## src/rtl/core/pfd_pkg.sv

```systemverilog
// Package for the pulse-width frame decoder.
// Holds field widths, phase and result codes and the window flag struct.
// No dependencies; every other file of the decoder imports it.
package pfd_pkg;

	localparam int IntervalW = 24;
	localparam int PeriodW   = 12;
	localparam int SyncW     = 8;
	localparam int BytesW    = 6;
	localparam int KindW     = 2;
	localparam int IndexW    = 8;
	localparam int CountW    = 9;
	localparam int CfgIdxW   = 2;
	localparam int CfgDataW  = 12;

	// Configuration register indexes
	localparam logic [CfgIdxW-1:0] CfgPeriod    = 2'd0;
	localparam logic [CfgIdxW-1:0] CfgTolerance = 2'd1;
	localparam logic [CfgIdxW-1:0] CfgSyncNeed  = 2'd2;
	localparam logic [CfgIdxW-1:0] CfgBytes     = 2'd3;

	// Register values after reset
	localparam logic [PeriodW-1:0] RstPeriod    = 12'd400;
	localparam logic [PeriodW-1:0] RstTolerance = 12'd100;
	localparam logic [SyncW-1:0]   RstSyncNeed  = 8'd8;
	localparam logic [BytesW-1:0]  RstBytes     = 6'd8;

	// Result kinds
	localparam logic [KindW-1:0] KindBit  = 2'd0;
	localparam logic [KindW-1:0] KindGood = 2'd1;
	localparam logic [KindW-1:0] KindBad  = 2'd2;

	typedef enum logic [1:0] {
		PH_SYNC   = 2'd0,
		PH_ANCHOR = 2'd1,
		PH_FIRST  = 2'd2,
		PH_SECOND = 2'd3
	} phase_t;

	// Interval matches against the 1T, 2T and 13T windows
	typedef struct packed {
		logic in1;
		logic in2;
		logic in13;
	} win_t;

endpackage

```

## src/rtl/core/pfd_edge_if.sv

```systemverilog
// Input channel of the pulse-width frame decoder: one transaction per receiver edge.
// Depends on pfd_pkg for the field widths.
interface pfd_edge_if;
	import pfd_pkg::*;

	logic                 valid;
	logic                 ready;
	logic [IntervalW-1:0] interval_us;
	logic                 silence;

	modport source (output valid, output interval_us, output silence, input ready);
	modport sink   (input valid, input interval_us, input silence, output ready);

endinterface

```

## src/rtl/core/pfd_result_if.sv

```systemverilog
// Output channel of the pulse-width frame decoder: decoded bits and frame ends.
// Depends on pfd_pkg for the field widths.
interface pfd_result_if;
	import pfd_pkg::*;

	logic              valid;
	logic              ready;
	logic [KindW-1:0]  kind;
	logic              bit_value;
	logic [IndexW-1:0] bit_index;
	logic [CountW-1:0] bit_count;

	modport source (output valid, output kind, output bit_value, output bit_index,
		output bit_count, input ready);
	modport sink   (input valid, input kind, input bit_value, input bit_index,
		input bit_count, output ready);

endinterface

```

## src/rtl/core/pfd_window.sv

```systemverilog
// Window matcher: tests one interval against T+-tol scaled by 1, 2 and 13.
// Depends on pfd_pkg. Purely combinational; constant scales become shifts and adds.
module pfd_window (
	input  logic [pfd_pkg::IntervalW-1:0] interval_us,
	input  logic [pfd_pkg::PeriodW-1:0]   clock_period_us,
	input  logic [pfd_pkg::PeriodW-1:0]   tolerance_us,
	output pfd_pkg::win_t                 win
);
	import pfd_pkg::*;

	logic [PeriodW-1:0]   lo;
	logic [PeriodW:0]     hi;
	logic [PeriodW+3:0]   lo13;
	logic [PeriodW+4:0]   hi13;

	// clamp the low bound at zero
	assign lo = (clock_period_us > tolerance_us) ? (clock_period_us - tolerance_us) : '0;
	assign hi = {1'b0, clock_period_us} + {1'b0, tolerance_us};

	// x*13 = 8x + 4x + x
	assign lo13 = {1'b0, lo, 3'b000} + {2'b00, lo, 2'b00} + {4'b0000, lo};
	assign hi13 = {1'b0, hi, 3'b000} + {2'b00, hi, 2'b00} + {4'b0000, hi};

	assign win.in1  = (interval_us >= IntervalW'(lo)) && (interval_us <= IntervalW'(hi));
	assign win.in2  = (interval_us >= IntervalW'({lo, 1'b0}))
		&& (interval_us <= IntervalW'({hi, 1'b0}));
	assign win.in13 = (interval_us >= IntervalW'(lo13)) && (interval_us <= IntervalW'(hi13));

endmodule

```

## src/rtl/core/pwm_pulse_frame_decoder_unit.sv

```systemverilog
// Top level of the pulse-width frame decoder.
// Depends on pfd_pkg, pfd_edge_if, pfd_result_if and pfd_window.
//
// Usage:
//   edges   - valid/ready sink, one transaction per receiver edge: interval_us since
//             the previous edge, or silence = 1 when the external gap timer fired.
//   results - valid/ready source, at most one transaction per edge: a decoded bit
//             (kind bit, with bit_value and bit_index) or a frame end (good or bad,
//             with bit_count).
//   cfg_we/cfg_index/cfg_data - register writes (period, tolerance, sync pulses,
//             frame bytes), taken at once; write only while the decoder is idle.
// Path: an edge is registered in the input stage, where it is matched and decoded;
//   its result then loads the output register once that register is free.
// Throughput: one edge per cycle unless a result is blocked, set by the single input stage.
// Reset: phase returns to preamble sync, counters clear, registers take their
//   defaults (T = 400 us, tol = 100 us, 8 sync pulses, 8 bytes).
// Stall: the output register holds a waiting result; an edge that makes no result
//   still drains, and an edge that makes one waits in the input stage until the
//   output register frees, which then backs up the edges channel.
module pwm_pulse_frame_decoder_unit #(
	parameter int MAX_FRAME_BITS = 256
) (
	input  logic                         clk,
	input  logic                         arst_n,
	input  logic                         cfg_we,
	input  logic [pfd_pkg::CfgIdxW-1:0]  cfg_index,
	input  logic [pfd_pkg::CfgDataW-1:0] cfg_data,
	pfd_edge_if.sink                     edges,
	pfd_result_if.source                 results
);
	import pfd_pkg::*;

	localparam logic [CountW:0] MaxBits = (CountW + 1)'(MAX_FRAME_BITS);

	// configuration registers
	logic [PeriodW-1:0] period_q;
	logic [PeriodW-1:0] tol_q;
	logic [SyncW-1:0]   sync_need_q;
	logic [BytesW-1:0]  bytes_q;

	// input stage
	logic                 valid_s1;
	logic [IntervalW-1:0] interval_s1;
	logic                 silence_s1;

	// decoder state
	phase_t             phase_q, phase_d;
	logic [SyncW-1:0]   sync_run_q, sync_run_d;
	logic [CountW-1:0]  bits_q, bits_d;
	logic               cur_bit_q, cur_bit_d;

	// output register
	logic              out_valid_q;
	logic [KindW-1:0]  kind_q;
	logic              bit_value_q;
	logic [IndexW-1:0] bit_index_q;
	logic [CountW-1:0] bit_count_q;

	// result of the edge in the input stage
	logic              res_valid;
	logic [KindW-1:0]  res_kind;
	logic              res_bit;
	logic [IndexW-1:0] res_index;
	logic [CountW-1:0] res_count;

	win_t               win;
	logic [CountW:0]    limit_raw;
	logic [CountW:0]    limit;
	logic [SyncW-1:0]   run_inc;
	logic               out_free;
	logic               advance;
	logic               take;

	// config writes
	always_ff @(posedge clk or negedge arst_n) begin
		if (!arst_n) begin
			period_q    <= RstPeriod;
			tol_q       <= RstTolerance;
			sync_need_q <= RstSyncNeed;
			bytes_q     <= RstBytes;
		end else if (cfg_we) begin
			unique case (cfg_index)
				CfgPeriod:    period_q    <= cfg_data;
				CfgTolerance: tol_q       <= cfg_data;
				CfgSyncNeed:  sync_need_q <= cfg_data[SyncW-1:0];
				CfgBytes:     bytes_q     <= cfg_data[BytesW-1:0];
				default:      ;
			endcase
		end
	end

	pfd_window u_window (
		.interval_us     (interval_s1),
		.clock_period_us (period_q),
		.tolerance_us    (tol_q),
		.win             (win)
	);

	// bit limit: 8 * frame_bytes, capped at the frame maximum
	assign limit_raw = {1'b0, bytes_q, 3'b000};
	assign limit     = (limit_raw > MaxBits) ? MaxBits : limit_raw;
	assign run_inc   = (sync_run_q == '1) ? sync_run_q : sync_run_q + 1'b1;

	// handshake: advance the input stage unless its result is blocked
	assign out_free     = !out_valid_q || results.ready;
	assign advance      = valid_s1 && (!res_valid || out_free);
	assign edges.ready  = !valid_s1 || advance;
	assign take         = edges.valid && edges.ready;

	// phase update and result for the edge in the input stage
	always_comb begin
		phase_d    = phase_q;
		sync_run_d = sync_run_q;
		bits_d     = bits_q;
		cur_bit_d  = cur_bit_q;
		res_valid  = 1'b0;
		res_kind   = KindBit;
		res_bit    = 1'b0;
		res_index  = '0;
		res_count  = '0;
		if (silence_s1) begin
			// silence only ends a frame in the data phase
			if (phase_q == PH_FIRST || phase_q == PH_SECOND) begin
				res_valid  = 1'b1;
				res_kind   = (bits_q != '0) ? KindGood : KindBad;
				res_count  = bits_q;
				phase_d    = PH_SYNC;
				sync_run_d = '0;
				bits_d     = '0;
			end
		end else begin
			unique case (phase_q)
				PH_SYNC: begin
					if (win.in1) begin
						if (run_inc >= sync_need_q) begin
							phase_d    = PH_ANCHOR;
							sync_run_d = '0;
						end else begin
							sync_run_d = run_inc;
						end
					end else begin
						sync_run_d = '0;
					end
				end
				PH_ANCHOR: begin
					if (win.in13) begin
						bits_d = '0;
						if (limit == '0) begin
							res_valid  = 1'b1;
							res_kind   = KindBad;
							phase_d    = PH_SYNC;
							sync_run_d = '0;
						end else begin
							phase_d = PH_FIRST;
						end
					end else if (!win.in1) begin
						// anything but preamble or anchor aborts the frame
						res_valid  = 1'b1;
						res_kind   = KindBad;
						phase_d    = PH_SYNC;
						sync_run_d = '0;
						bits_d     = '0;
					end
				end
				PH_FIRST: begin
					if (win.in2 || win.in1) begin
						res_valid = 1'b1;
						res_kind  = KindBit;
						res_bit   = win.in2;
						res_index = bits_q[IndexW-1:0];
						cur_bit_d = win.in2;
						if ({1'b0, bits_q} < MaxBits) begin
							bits_d = bits_q + 1'b1;
						end
						phase_d = PH_SECOND;
					end else begin
						res_valid  = 1'b1;
						res_kind   = KindBad;
						res_count  = bits_q;
						phase_d    = PH_SYNC;
						sync_run_d = '0;
						bits_d     = '0;
					end
				end
				PH_SECOND: begin
					// second half must have the complementary width
					if (cur_bit_q ? !win.in1 : !win.in2) begin
						res_valid  = 1'b1;
						res_kind   = KindBad;
						res_count  = bits_q;
						phase_d    = PH_SYNC;
						sync_run_d = '0;
						bits_d     = '0;
					end else if ({1'b0, bits_q} >= limit) begin
						res_valid  = 1'b1;
						res_kind   = KindGood;
						res_count  = bits_q;
						phase_d    = PH_SYNC;
						sync_run_d = '0;
						bits_d     = '0;
					end else begin
						phase_d = PH_FIRST;
					end
				end
				default: ;
			endcase
		end
	end

	// input stage control
	always_ff @(posedge clk or negedge arst_n) begin
		if (!arst_n) begin
			valid_s1 <= 1'b0;
		end else if (edges.ready) begin
			valid_s1 <= edges.valid;
		end
	end

	// input stage payload
	always_ff @(posedge clk) begin
		if (take) begin
			interval_s1 <= edges.interval_us;
			silence_s1  <= edges.silence;
		end
	end

	// decoder state, updated when the staged edge retires
	always_ff @(posedge clk or negedge arst_n) begin
		if (!arst_n) begin
			phase_q    <= PH_SYNC;
			sync_run_q <= '0;
			bits_q     <= '0;
			cur_bit_q  <= 1'b0;
		end else if (advance) begin
			phase_q    <= phase_d;
			sync_run_q <= sync_run_d;
			bits_q     <= bits_d;
			cur_bit_q  <= cur_bit_d;
		end
	end

	// output register control
	always_ff @(posedge clk or negedge arst_n) begin
		if (!arst_n) begin
			out_valid_q <= 1'b0;
		end else if (out_free) begin
			out_valid_q <= advance && res_valid;
		end
	end

	// output register payload
	always_ff @(posedge clk) begin
		if (out_free && advance && res_valid) begin
			kind_q      <= res_kind;
			bit_value_q <= res_bit;
			bit_index_q <= res_index;
			bit_count_q <= res_count;
		end
	end

	assign results.valid     = out_valid_q;
	assign results.kind      = kind_q;
	assign results.bit_value = bit_value_q;
	assign results.bit_index = bit_index_q;
	assign results.bit_count = bit_count_q;

endmodule
```

## src/flat_wrapper.sv

```systemverilog
// flat-port wrapper written by rule: the top's interface ports become plain ports
module pwm_pulse_frame_decoder_unit_flat import pfd_pkg::*;
#(
	parameter int MAX_FRAME_BITS = 256
)
  (clk, arst_n, cfg_we, cfg_index, cfg_data, edges_valid, edges_interval_us, edges_silence, edges_ready, results_valid, results_kind, results_bit_value, results_bit_index, results_bit_count, results_ready);
  pfd_edge_if edges_i ();
  pfd_result_if results_i ();
  input  logic clk;
  input  logic arst_n;
  input  logic cfg_we;
  input  logic [pfd_pkg::CfgIdxW-1:0] cfg_index;
  input  logic [pfd_pkg::CfgDataW-1:0] cfg_data;
  input wire logic [$bits(edges_i.valid)-1:0] edges_valid;
  input wire logic [$bits(edges_i.interval_us)-1:0] edges_interval_us;
  input wire logic [$bits(edges_i.silence)-1:0] edges_silence;
  output wire logic [$bits(edges_i.ready)-1:0] edges_ready;
  output wire logic [$bits(results_i.valid)-1:0] results_valid;
  output wire logic [$bits(results_i.kind)-1:0] results_kind;
  output wire logic [$bits(results_i.bit_value)-1:0] results_bit_value;
  output wire logic [$bits(results_i.bit_index)-1:0] results_bit_index;
  output wire logic [$bits(results_i.bit_count)-1:0] results_bit_count;
  input wire logic [$bits(results_i.ready)-1:0] results_ready;
  assign edges_i.valid = edges_valid;
  assign edges_i.interval_us = edges_interval_us;
  assign edges_i.silence = edges_silence;
  assign edges_ready = edges_i.ready;
  assign results_valid = results_i.valid;
  assign results_kind = results_i.kind;
  assign results_bit_value = results_i.bit_value;
  assign results_bit_index = results_i.bit_index;
  assign results_bit_count = results_i.bit_count;
  assign results_i.ready = results_ready;
  pwm_pulse_frame_decoder_unit #(.MAX_FRAME_BITS(MAX_FRAME_BITS)) u_core (.clk(clk), .arst_n(arst_n), .cfg_we(cfg_we), .cfg_index(cfg_index), .cfg_data(cfg_data), .edges(edges_i), .results(results_i));
endmodule
```

## config.mk

```make
export PLATFORM = sky130hd
export DESIGN_NAME = pwm_pulse_frame_decoder_unit_flat
export DESIGN_NICKNAME = d
export VERILOG_FILES = /design/src/rtl/core/pfd_pkg.sv /design/src/rtl/core/pfd_edge_if.sv /design/src/rtl/core/pfd_result_if.sv /design/src/rtl/core/pfd_window.sv /design/src/rtl/core/pwm_pulse_frame_decoder_unit.sv /design/src/flat_wrapper.sv
export SDC_FILE = /design/constraint.sdc
export NUM_CORES = 1
export LEC_CHECK = 0
export BUFFER_PORTS_ARGS = -buffer_cell sky130_fd_sc_hd__buf_2
export CAP_MARGIN = 20
export CORE_MARGIN = 3
export CORE_UTILIZATION = 45
export DETAILED_ROUTE_END_ITERATION = 8
export PLACE_DENSITY = 0.74
export SYNTH_ARGS = -nofsm -noshare
export SYNTH_HDL_FRONTEND = slang
export SYNTH_SLANG_ARGS = --single-unit
export TNS_END_PERCENT = 5
```

## constraint.sdc

```tcl
create_clock -name clk -period 10.6 [get_ports clk]
set_clock_uncertainty 0.15 [all_clocks]
set_input_delay 0.53 -clock clk [delete_from_list [all_inputs] [get_ports clk]]
set_output_delay 0.53 -clock clk [all_outputs]
set_load 0.02 [all_outputs]
```

==> impl_metrics.py, run 1 <==
metrics = {
    "timing": {
        "fmax_ghz": 0.117,
        "slew_headroom_pct": 41.9,
        "final.min_clock_period_ps": 8560,
        "finalSetupTns_ps": 0,
        "finalCritPeriodShare_pct": 80.8,
        "hold_viol": 0,
        "setup_violations": 0,
        "tightest_slew_ps": 865,
        "rsz0062_at_grt": "false",
        "drv_slew": 0,
    },
    "min_path": {
        "hold_class": "primary input to asynchronous set/reset pin",
    },
    "placement": {
        "gp_congestion": 0.937,
        "placed_area_sq_mm": 0.00972,
        "dpl.hpwl_um": 16400,
        "port_buffers": 65,
    },
    "synth": {
        "netlist.area_leader.share_pct": 20.5,
        "syn_nets": 1147,
        "syn-instance-count": 931,
        "synth_common_cells": "150 x ha_1, 100 x inv_1, 58 x a21oi_1",
        "synth_warnings": 0,
        "yosysUniqueCellTypes": 68,
        "syn_avg_cell_area_sq_um": 9.83,
        "synthFlopType": "dfrtp_1",
        "synth_edf_count": 45,
        "synth.most_common_cell": "ha_1",
        "ys_seq_elements": 105,
        "synth_area_leaders": "ha_1 21%, edfxtp_1 15%, dfrtp_1 14%, fa_1 4.8%, mux2_2 4.8%",
        "syn_area_sq_mm": 0.00915,
        "async_flop_share_pct": 57.1,
        "yosysTopAreaCell": "ha_1",
        "synth-seq-area-share_pct": 31.3,
    },
    "clock_network": {
        "ctsHoldBuffers": 0,
        "htreeDepth": 3,
        "postCtsSetupBuffers": 0,
        "cts_made_buffers": 9,
        "cts_num_sinks": 105,
        "clock_latency_ps": 360,
        "cts_tree": "yes",
        "root_buffer": "clkbuf_16",
        "clkTransAtPathRegs_ps": 80,
        "cts_buffer_depth": 2,
        "cts.repair.resized": 0,
    },
    "floorplan": {
        "rows": 51,
        "coreArea_sq_mm": 0.0197,
        "die_area_sq_mm": 0.0221,
        "ioPinCount": 66,
        "start_util_pct": 46.4,
        "dieHeight_um": 149,
        "die_x_um": 149,
    },
    "worst_setup_path": {
        "cp_max_fo": 15,
        "cpPeakStageDelay_ps": 560,
        "path_class": "flop to output port",
        "cp.required_ps": 9920,
        "worstSetupStartpointType": "flop",
        "cp_slowest_cell": "o31a_1",
        "worstPathArrival_ps": 7880,
        "endpoint_kind": "output port",
    },
    "grt": {
        "grtUsageMet2_pct": 29.3,
        "grt_pass1_vias": 6862,
        "antenna_found_initial": 0,
        "grt_pass1_wl_um": 33600,
        "grt_max_degree": 61,
        "busiest_layer": "met2",
        "grt_util_all_layers_pct": 18.7,
        "grt_use_met1_pct": 27.4,
        "gr-total-overflow": 0,
        "grtUsageMet3_pct": 2.65,
    },
    "route": {
        "ant_nets": 0,
        "drt_iter0_markers": 456,
        "dr.pass1.iters": 5,
        "vias_per_cell": 5.62,
        "drc_errors": 0,
        "vias": 7113,
        "wl_um": 20500,
        "routedWlPerCell_um": 16.2,
    },
    "cells_and_area": {
        "fin_nets": 1211,
        "drive_gt1_share_pct": 14.5,
        "syn_to_final_growth_pct": 10.0,
        "antenna_cells": 0,
        "finalInstanceArea_sq_mm": 0.0101,
        "final_util_pct": 51.0,
    },
    "status": {
        "run_status": "completed",
    },
    "run": {
        "drv_cap": 0,
    },
}
[logic make-up after synthesis]
logic type	share of synthesized area [%]
compound gates	15.8
xor+xnor	4.12
buf+inv	5.27
simple gates	13.3
mux	4.91
flops	31.3
fa+ha+maj	25.3
[worst max-delay path: cells and delay by family, from the launching register on]
kind	cells	cell delay, ps
compound gates	16	3900
xor+xnor	1	190
fa+ha+maj	5	1650
buf+inv	2	380
flops	1	400
simple gates	5	970
[worst paths after layout]
check / from / endpoint / slack [ps] / cells after the start
min in group clk: edges_interval_us[15] / u_core.interval_s1[15] / 190 / 1
min reg2reg: u_core.sync_need_q[2] / u_core.sync_need_q[2] / 360 / 1
max: u_core.tol_q[0] / edges_ready / 2040 / 29
max reg2reg: u_core.tol_q[0] / u_core.interval_s1[22] / 2280 / 30
min: arst_n / u_core.bits_q[4] / 150 / 2
max in group asynchronous: arst_n / u_core.period_q[10] / 9630 / 2
[stage by stage]
| step | instances | hold slack (ps) | worst slack, ps |
|---|---|---|---|
| after floorplan | 931 | 84.4 | 3080 |
| after global placement | 1247 | 340 | 2460 |
| after detailed placement | 1247 | 352 | 2050 |
| after CTS | 1263 | 181 | 2050 |
| after global routing | 1265 | 185 | 1470 |
| final | 1265 | 154 | 2040 |
[sequential cells by signal, indices dropped and copies added, names as in the netlist, 2 cells and up]
| register | flops |
|---|---|
| u_core.bits_q | 9 |
| u_core.sync_need_q | 8 |
| u_core.period_q | 12 |
| u_core.bytes_q | 6 |
| u_core.results.bit_count | 9 |
| u_core.interval_s1 | 24 |
| u_core.phase_q | 2 |
| u_core.sync_run_q | 8 |
| u_core.tol_q | 12 |
| u_core.results.bit_index | 8 |
| u_core.results.kind | 2 |
[placed cells by master, fill, tap and decap left out, types with 18 or more instances in the layout]
| cell type | netlist | routed |
|---|---|---|
| fa_1 | 22 | 22 |
| buf_2 | 1 | 65 |
| and2_1 | 22 | 22 |
| nand2b_1 | 18 | 18 |
| nand3_1 | 21 | 21 |
| nor2_1 | 52 | 52 |
| a21oi_1 | 58 | 58 |
| mux2_2 | 39 | 39 |
| nand2_1 | 55 | 55 |
| inv_1 | 100 | 100 |
| xnor2_1 | 33 | 33 |
| ha_1 | 150 | 150 |
| dfrtp_1 | 52 | 52 |
| o21ai_0 | 38 | 38 |
| edfxtp_1 | 45 | 45 |
[per-layer routing]
metal / routed length [um] / vias to the layer above / share of wire (%)
met5: 0 / - / 0
met4: 327 / 0 / 1.6
li1: - / 3490 / -
met1: 10000 / 3425 / 49
met3: 965 / 25 / 4.7
met2: 9210 / 173 / 45
[final cells by class]
type / count / area [sq um]
inverters: 100 / 375
fillers: 1799 / 9650
flip-flops and latches: 105 / 2860
well taps: 265 / 332
multi-input cells: 710 / 5810
repair buffers: 69 / 379
clock buffers: 9 / 225
clock inverters: 7 / 81.3
Power of run 1 is left out: the tool's default activity adds up to more than one toggle a clock period on the data nets, which glitch-free logic cannot reach.
==> inputs of run 2 (changes only) <==
--- a/config.mk
+++ b/config.mk
@@ -10,7 +10,7 @@
 export CORE_MARGIN = 3
 export CORE_UTILIZATION = 45
 export DETAILED_ROUTE_END_ITERATION = 8
-export PLACE_DENSITY = 0.74
+export PLACE_DENSITY = 0.77
 export SYNTH_ARGS = -nofsm -noshare
 export SYNTH_HDL_FRONTEND = slang
 export SYNTH_SLANG_ARGS = --single-unit
==> constraint.sdc (replaced) <==
create_clock -name clk -period 6.9 [get_ports clk]
set_clock_uncertainty 0.15 [all_clocks]
set_input_delay 0.345 -clock clk [delete_from_list [all_inputs] [get_ports clk]]
set_output_delay 0.345 -clock clk [all_outputs]
set_load 0.02 [all_outputs]
==> run 2 against run 1 <==
  * The run now ends with negative hold slack, negative setup slack left
  * Die area is the same
  * Hold slack worse by 170 ps
  * Wire length increased by 17%
  * Non-clock buffer count is 114 higher
  * Highest routed layer unchanged
==> impl_metrics.py, run 2 (synthesis gave the netlist of run 1 again) <==
metrics = {
    "route": {
        "wl_um": 24100,
        "drc_errors": 0,
        "drt_iter0_markers": 659,
        "vias": 7793,
        "routedWlPerCell_um": 17.5,
        "vias_per_cell": 5.65,
        "dr.pass1.iters": 6,
        "ant_nets": 0,
    },
    "timing": {
        "finalCritPeriodShare_pct": 104,
        "tightest_slew_ps": 758,
        "slew_headroom_pct": 48.2,
        "fmax_ghz": 0.140,
        "rsz0062_at_grt": "true",
        "final.min_clock_period_ps": 7170,
        "worst_hold_slack_ps": -15.0,
        "setup_violations": 33,
        "drv_slew": 0,
        "hold_viol": 22,
        "layout_setup_ws_ps": -265,
    },
    "worst_setup_path": {
        "cp_max_fo": 3,
        "rrSetupSlack_ps": -90,
        "worstPathArrival_ps": 6670,
        "path_class": "flop to output port",
        "rr_startpoint": "u_core.tol_q[0]",
        "reg2reg_depth": 35,
        "cp.required_ps": 6400,
        "cp_slowest_cell": "fa_1",
        "cpPeakStageDelay_ps": 510,
        "cpMostUsedCell": "a21oi_2",
        "worstSetupStartpointType": "flop",
        "endpoint_kind": "output port",
        "r2r-end": "u_core.interval_s1[21]",
    },
    "clock_network": {
        "htreeDepth": 3,
        "cts_buffer_depth": 2,
        "clock_latency_ps": 370,
        "cts_made_buffers": 9,
        "cts_num_sinks": 105,
        "cts_tree": "yes",
        "clkTransAtPathRegs_ps": 80,
        "root_buffer": "clkbuf_16",
    },
    "cells_and_area": {
        "top_register": "u_core.interval_s1",
        "largest_reg_flops": 24,
        "ff_latch_area_sq_mm": 0.00286,
        "final_util_pct": 58.7,
        "final_common_cell": "ha_1",
        "fin_cells": 1379,
        "multi_input_area_sq_mm": 0.00643,
        "reg_top3": "u_core.interval_s1 x24, u_core.period_q x12, u_core.tol_q x12",
        "drive_gt1_share_pct": 31.1,
        "final_cell_mix": "134 x ha_1, 101 x buf_4, 90 x inv_1, 64 x buf_2, 53 x nand2_1",
        "antenna_cells": 0,
        "finalInstanceArea_sq_mm": 0.0116,
        "fin_nets": 1325,
        "syn_to_final_growth_pct": 26.5,
        "num-fill-cells": 1521,
    },
    "grt": {
        "grt_max_degree": 61,
        "antenna_found_initial": 0,
        "grt_pass1_vias": 7764,
        "grt_util_all_layers_pct": 20.5,
        "grt_pass1_wl_um": 36700,
        "gr-total-overflow": 0,
    },
    "floorplan": {
        "coreArea_sq_mm": 0.0197,
        "rows": 51,
        "ioPinCount": 66,
        "start_util_pct": 46.4,
        "die_area_sq_mm": 0.0221,
        "die_x_um": 149,
        "dieHeight_um": 149,
    },
    "min_path": {
        "hold_class": "primary input to asynchronous set/reset pin",
    },
    "placement": {
        "port_buffers": 65,
        "placedCellCount": 1324,
        "dpl.hpwl_um": 17000,
        "placed_area_sq_mm": 0.0103,
        "gp_congestion": 0.941,
    },
    "status": {
        "run_status": "complete, but fails checks",
        "violations": "negative hold slack, negative setup slack",
    },
    "run": {
        "drv_cap": 0,
    },
}
[run 2: cell count changes in the layout (fill, tap and decap cells not counted), sizes merged]
cell | previous run | this run
clkinvlp | 0 | 2
dlygate4sd3 | 0 | 7
clkinv | 3 | 2
buf | 69 | 176
inv | 104 | 103
[run 2: metal layers]
metal	track usage (%)	wire [um]
met3	3.47	1320
met4	7.85	833
met5	0	0
met1	27.7	10600
met2	33.0	11300
[run 2: critical path: cells and delay by family, from the launching register on]
family | cells | cell delay (ps)
compound gates | 13 | 2070
xor+xnor | 2 | 280
fa+ha+maj | 5 | 1570
buf+inv | 6 | 710
flops | 1 | 360
simple gates | 8 | 1300
[run 2: final cells by class]
type / count / share of cell area (%)
clock buffer: 9 / 1.95
clock inverter: 7 / 0.551
inverter: 100 / 3.27
multi-input combinational: 710 / 55.6
sequential: 105 / 24.7
tap: 265 / 2.87
timing repair buffer: 183 / 11.1
[run 2: worst max-delay path by stage]
stage,from,endpoint,slack [ps],cells past startpoint
2_1_floorplan,u_core.tol_q[0],u_core.sync_run_q[3],-130,30
3_3_place_gp,u_core.tol_q[0],u_core.sync_run_q[3],-190,30
3_5_place_dp,u_core.period_q[0],u_core.sync_run_q[1],-360,31
4_1_cts,u_core.tol_q[5],edges_ready,-110,30
5_1_grt,u_core.period_q[0],edges_ready,-590,32
6_report,u_core.tol_q[0],edges_ready,-270,34
[run 2: through the flow]
step           setup slack (ps)  setup TNS (ps)
6_report                   -265           -2750
5_1_grt                    -590          -16000
4_1_cts                    -112            -112
3_5_place_dp               -363           -9770
3_3_place_gp               -185           -3570
2_1_floorplan              -134           -2940
[run 2: what timing repair did]
action	4_1_cts	5_1_grt
hold buffers	7	0
pin swaps	38	78
resized for setup	48	83
endpoints found under the setup margin	57	67
hold endpoints to repair	7	0
setup buffers	11	20
Power of run 2 is left out for the same reason.
==> inputs of run 3 (changes only) <==
--- a/config.mk
+++ b/config.mk
@@ -5,12 +5,16 @@
 export SDC_FILE = /design/constraint.sdc
 export NUM_CORES = 1
 export LEC_CHECK = 0
+export ABC_CLOCK_PERIOD_IN_PS = 6900
 export BUFFER_PORTS_ARGS = -buffer_cell sky130_fd_sc_hd__buf_2
 export CAP_MARGIN = 20
+export CELL_PAD_IN_SITES_DETAIL_PLACEMENT = 1
+export CELL_PAD_IN_SITES_GLOBAL_PLACEMENT = 1
 export CORE_MARGIN = 3
-export CORE_UTILIZATION = 45
+export CORE_UTILIZATION = 44
 export DETAILED_ROUTE_END_ITERATION = 8
-export PLACE_DENSITY = 0.77
+export PLACE_DENSITY = 0.9
+export SKIP_LAST_GASP = 1
 export SYNTH_ARGS = -nofsm -noshare
 export SYNTH_HDL_FRONTEND = slang
 export SYNTH_SLANG_ARGS = --single-unit
==> run 3 against run 2 <==
  * The flow still finishes with violations (negative hold slack, negative setup slack)
  * First-iteration DRC count increased by 39%
  * Maximum frequency shrank 6.4%
  * Critical path type unchanged
  * Sequential share of layout area is 0.83 points lower
  * Critical path depth stayed put
  * Hold slack got worse by 17 ps
  * Wire length increased by 66%
  * Cell count up 4.0%
  * Clock-buffer cell count stayed put
  * Register-to-register slack got worse by 620 ps
  * Flip-flop and latch count unchanged
  * Critical endpoint unchanged
  * Cell area grew 3.5%
  * Utilization grew 0.30 points
==> impl_metrics.py, run 3 (synthesis gave the netlist of run 1 again) <==
metrics = {
    "clock_network": {
        "cts_num_sinks": 105,
        "clock_latency_ps": 390,
        "cts_made_buffers": 9,
        "cts_buffer_depth": 2,
        "root_buffer": "clkbuf_16",
        "cts_tree": "yes",
        "clkTransAtPathRegs_ps": 90,
        "htreeDepth": 3,
    },
    "cells_and_area": {
        "antenna_cells": 0,
        "top_register": "u_core.interval_s1",
        "fin_cells": 1434,
        "final_util_pct": 59.0,
        "drive_gt1_share_pct": 32.7,
        "syn_to_final_growth_pct": 30.9,
        "final_common_cell": "buf_4",
        "reg_top3": "u_core.interval_s1 x24, u_core.period_q x12, u_core.tol_q x12",
        "final_cell_mix": "137 x buf_4, 135 x ha_1, 88 x inv_1, 64 x buf_2, 52 x dfrtp_1",
        "multi_input_area_sq_mm": 0.00640,
        "num-fill-cells": 2254,
        "finalInstanceArea_sq_mm": 0.0120,
        "ff_latch_area_sq_mm": 0.00286,
        "largest_reg_flops": 24,
        "fin_nets": 1375,
    },
    "floorplan": {
        "start_util_pct": 45.1,
        "die_x_um": 150,
        "coreArea_sq_mm": 0.0203,
        "rows": 52,
        "die_area_sq_mm": 0.0226,
        "dieHeight_um": 150,
        "ioPinCount": 66,
    },
    "route": {
        "vias_per_cell": 6.49,
        "routedWlPerCell_um": 27.9,
        "drc_errors": 0,
        "ant_nets": 0,
        "vias": 9304,
        "drt_iter0_markers": 914,
        "dr.pass1.iters": 5,
        "wl_um": 40000,
    },
    "worst_setup_path": {
        "endpoint_kind": "output port",
        "cpMostUsedCell": "a21o_1",
        "worstSetupStartpointType": "flop",
        "worstPathArrival_ps": 7160,
        "cp_max_fo": 4,
        "cp.required_ps": 6400,
        "path_class": "flop to output port",
        "cpPeakStageDelay_ps": 540,
        "cp_slowest_cell": "dfstp_2",
    },
    "timing": {
        "layout_setup_ws_ps": -756,
        "fmax_ghz": 0.131,
        "rsz0062_at_grt": "true",
        "finalCritPeriodShare_pct": 111,
        "tightest_slew_ps": 795,
        "hold_viol": 35,
        "setup_violations": 67,
        "final.min_clock_period_ps": 7660,
        "drv_slew": 0,
        "slew_headroom_pct": 47.0,
        "finalSetupTns_ps": -32400,
        "worst_hold_slack_ps": -32.5,
    },
    "grt": {
        "grt_util_all_layers_pct": 32.1,
        "gr-total-overflow": 0,
        "antenna_found_initial": 0,
        "grt_pass1_wl_um": 55600,
        "grt_max_degree": 61,
        "grt_pass1_vias": 9819,
    },
    "placement": {
        "placedCellCount": 1338,
        "gp_congestion": 0.861,
        "port_buffers": 65,
        "dpl.hpwl_um": 21500,
        "placed_area_sq_mm": 0.0104,
    },
    "run": {
        "drv_cap": 0,
    },
    "status": {
        "violations": "negative hold slack, negative setup slack",
        "run_status": "complete, but fails checks",
    },
    "min_path": {
        "hold_class": "primary input to asynchronous set/reset pin",
    },
}
## run 3: changes by cell type in the layout (fill, tap and decap cells not counted), sizes merged
cell and change:
and2 +2, inv -1, dlygate4sd3 +14, buf +34, clkinv +2, clkinvlp -1
## run 3: metal layers
layer,vias to the layer above,global-route usage (%),part of all wire [%]
li1,3826,-,-
met1,4579,37.1,37
met5,-,0,0
met2,652,55.5,48
met3,247,6.65,8.0
met4,0,17.7,7.0
## run 3: what timing repair did
item	CTS	global route
hold buffers	15	6
gates resized for setup	85	38
endpoints found under the setup margin	69	69
hold endpoints to repair	15	6
setup buffers	39	17
cloned	0	2
pin swaps	83	36
## run 3: final timing paths
path	startpoint	to	slack, ps	cells after the start
max	u_core.tol_q[2]	edges_ready	-760	34
min	arst_n	u_core.bits_q[7]	-30	2
max reg2reg	u_core.tol_q[2]	u_core.sync_run_q[2]	-710	36
min reg2reg	u_core.sync_need_q[1]	u_core.sync_need_q[1]	380	1
max in group asynchronous	arst_n	u_core.tol_q[10]	6090	2
min in group clk	edges_interval_us[5]	u_core.interval_s1[5]	0	1
## run 3: layout make-up
cell class              instances  area share, %
inverters                     100           3.21
clock buffers                   9           1.88
multi-input cells             712           53.4
flip-flops and latches        105           23.9
clock inverters                 7          0.763
well taps                     270           2.82
repair buffers                231           14.0
## run 3: through the flow
step / worst slack, ps / hold WS [ps]
CTS: -221 / 0.506
global route: -992 / -6.60
global placement: -263 / 340
detailed placement: -693 / 364
floorplan: -134 / -101
finish: -756 / -32.5
## run 3: worst max-delay path, delay by kind of cell (launching register included)
family / cells / cell delay [ps]
and+or+nand+nor: 9 / 1350
DFF: 1 / 540
buffers and inverters: 5 / 620
xor gates and xnor gates: 2 / 390
adders and majority gates: 4 / 1380
AOI/OAI and AO/OA: 14 / 2500
Power of run 3 is left out for the same reason.
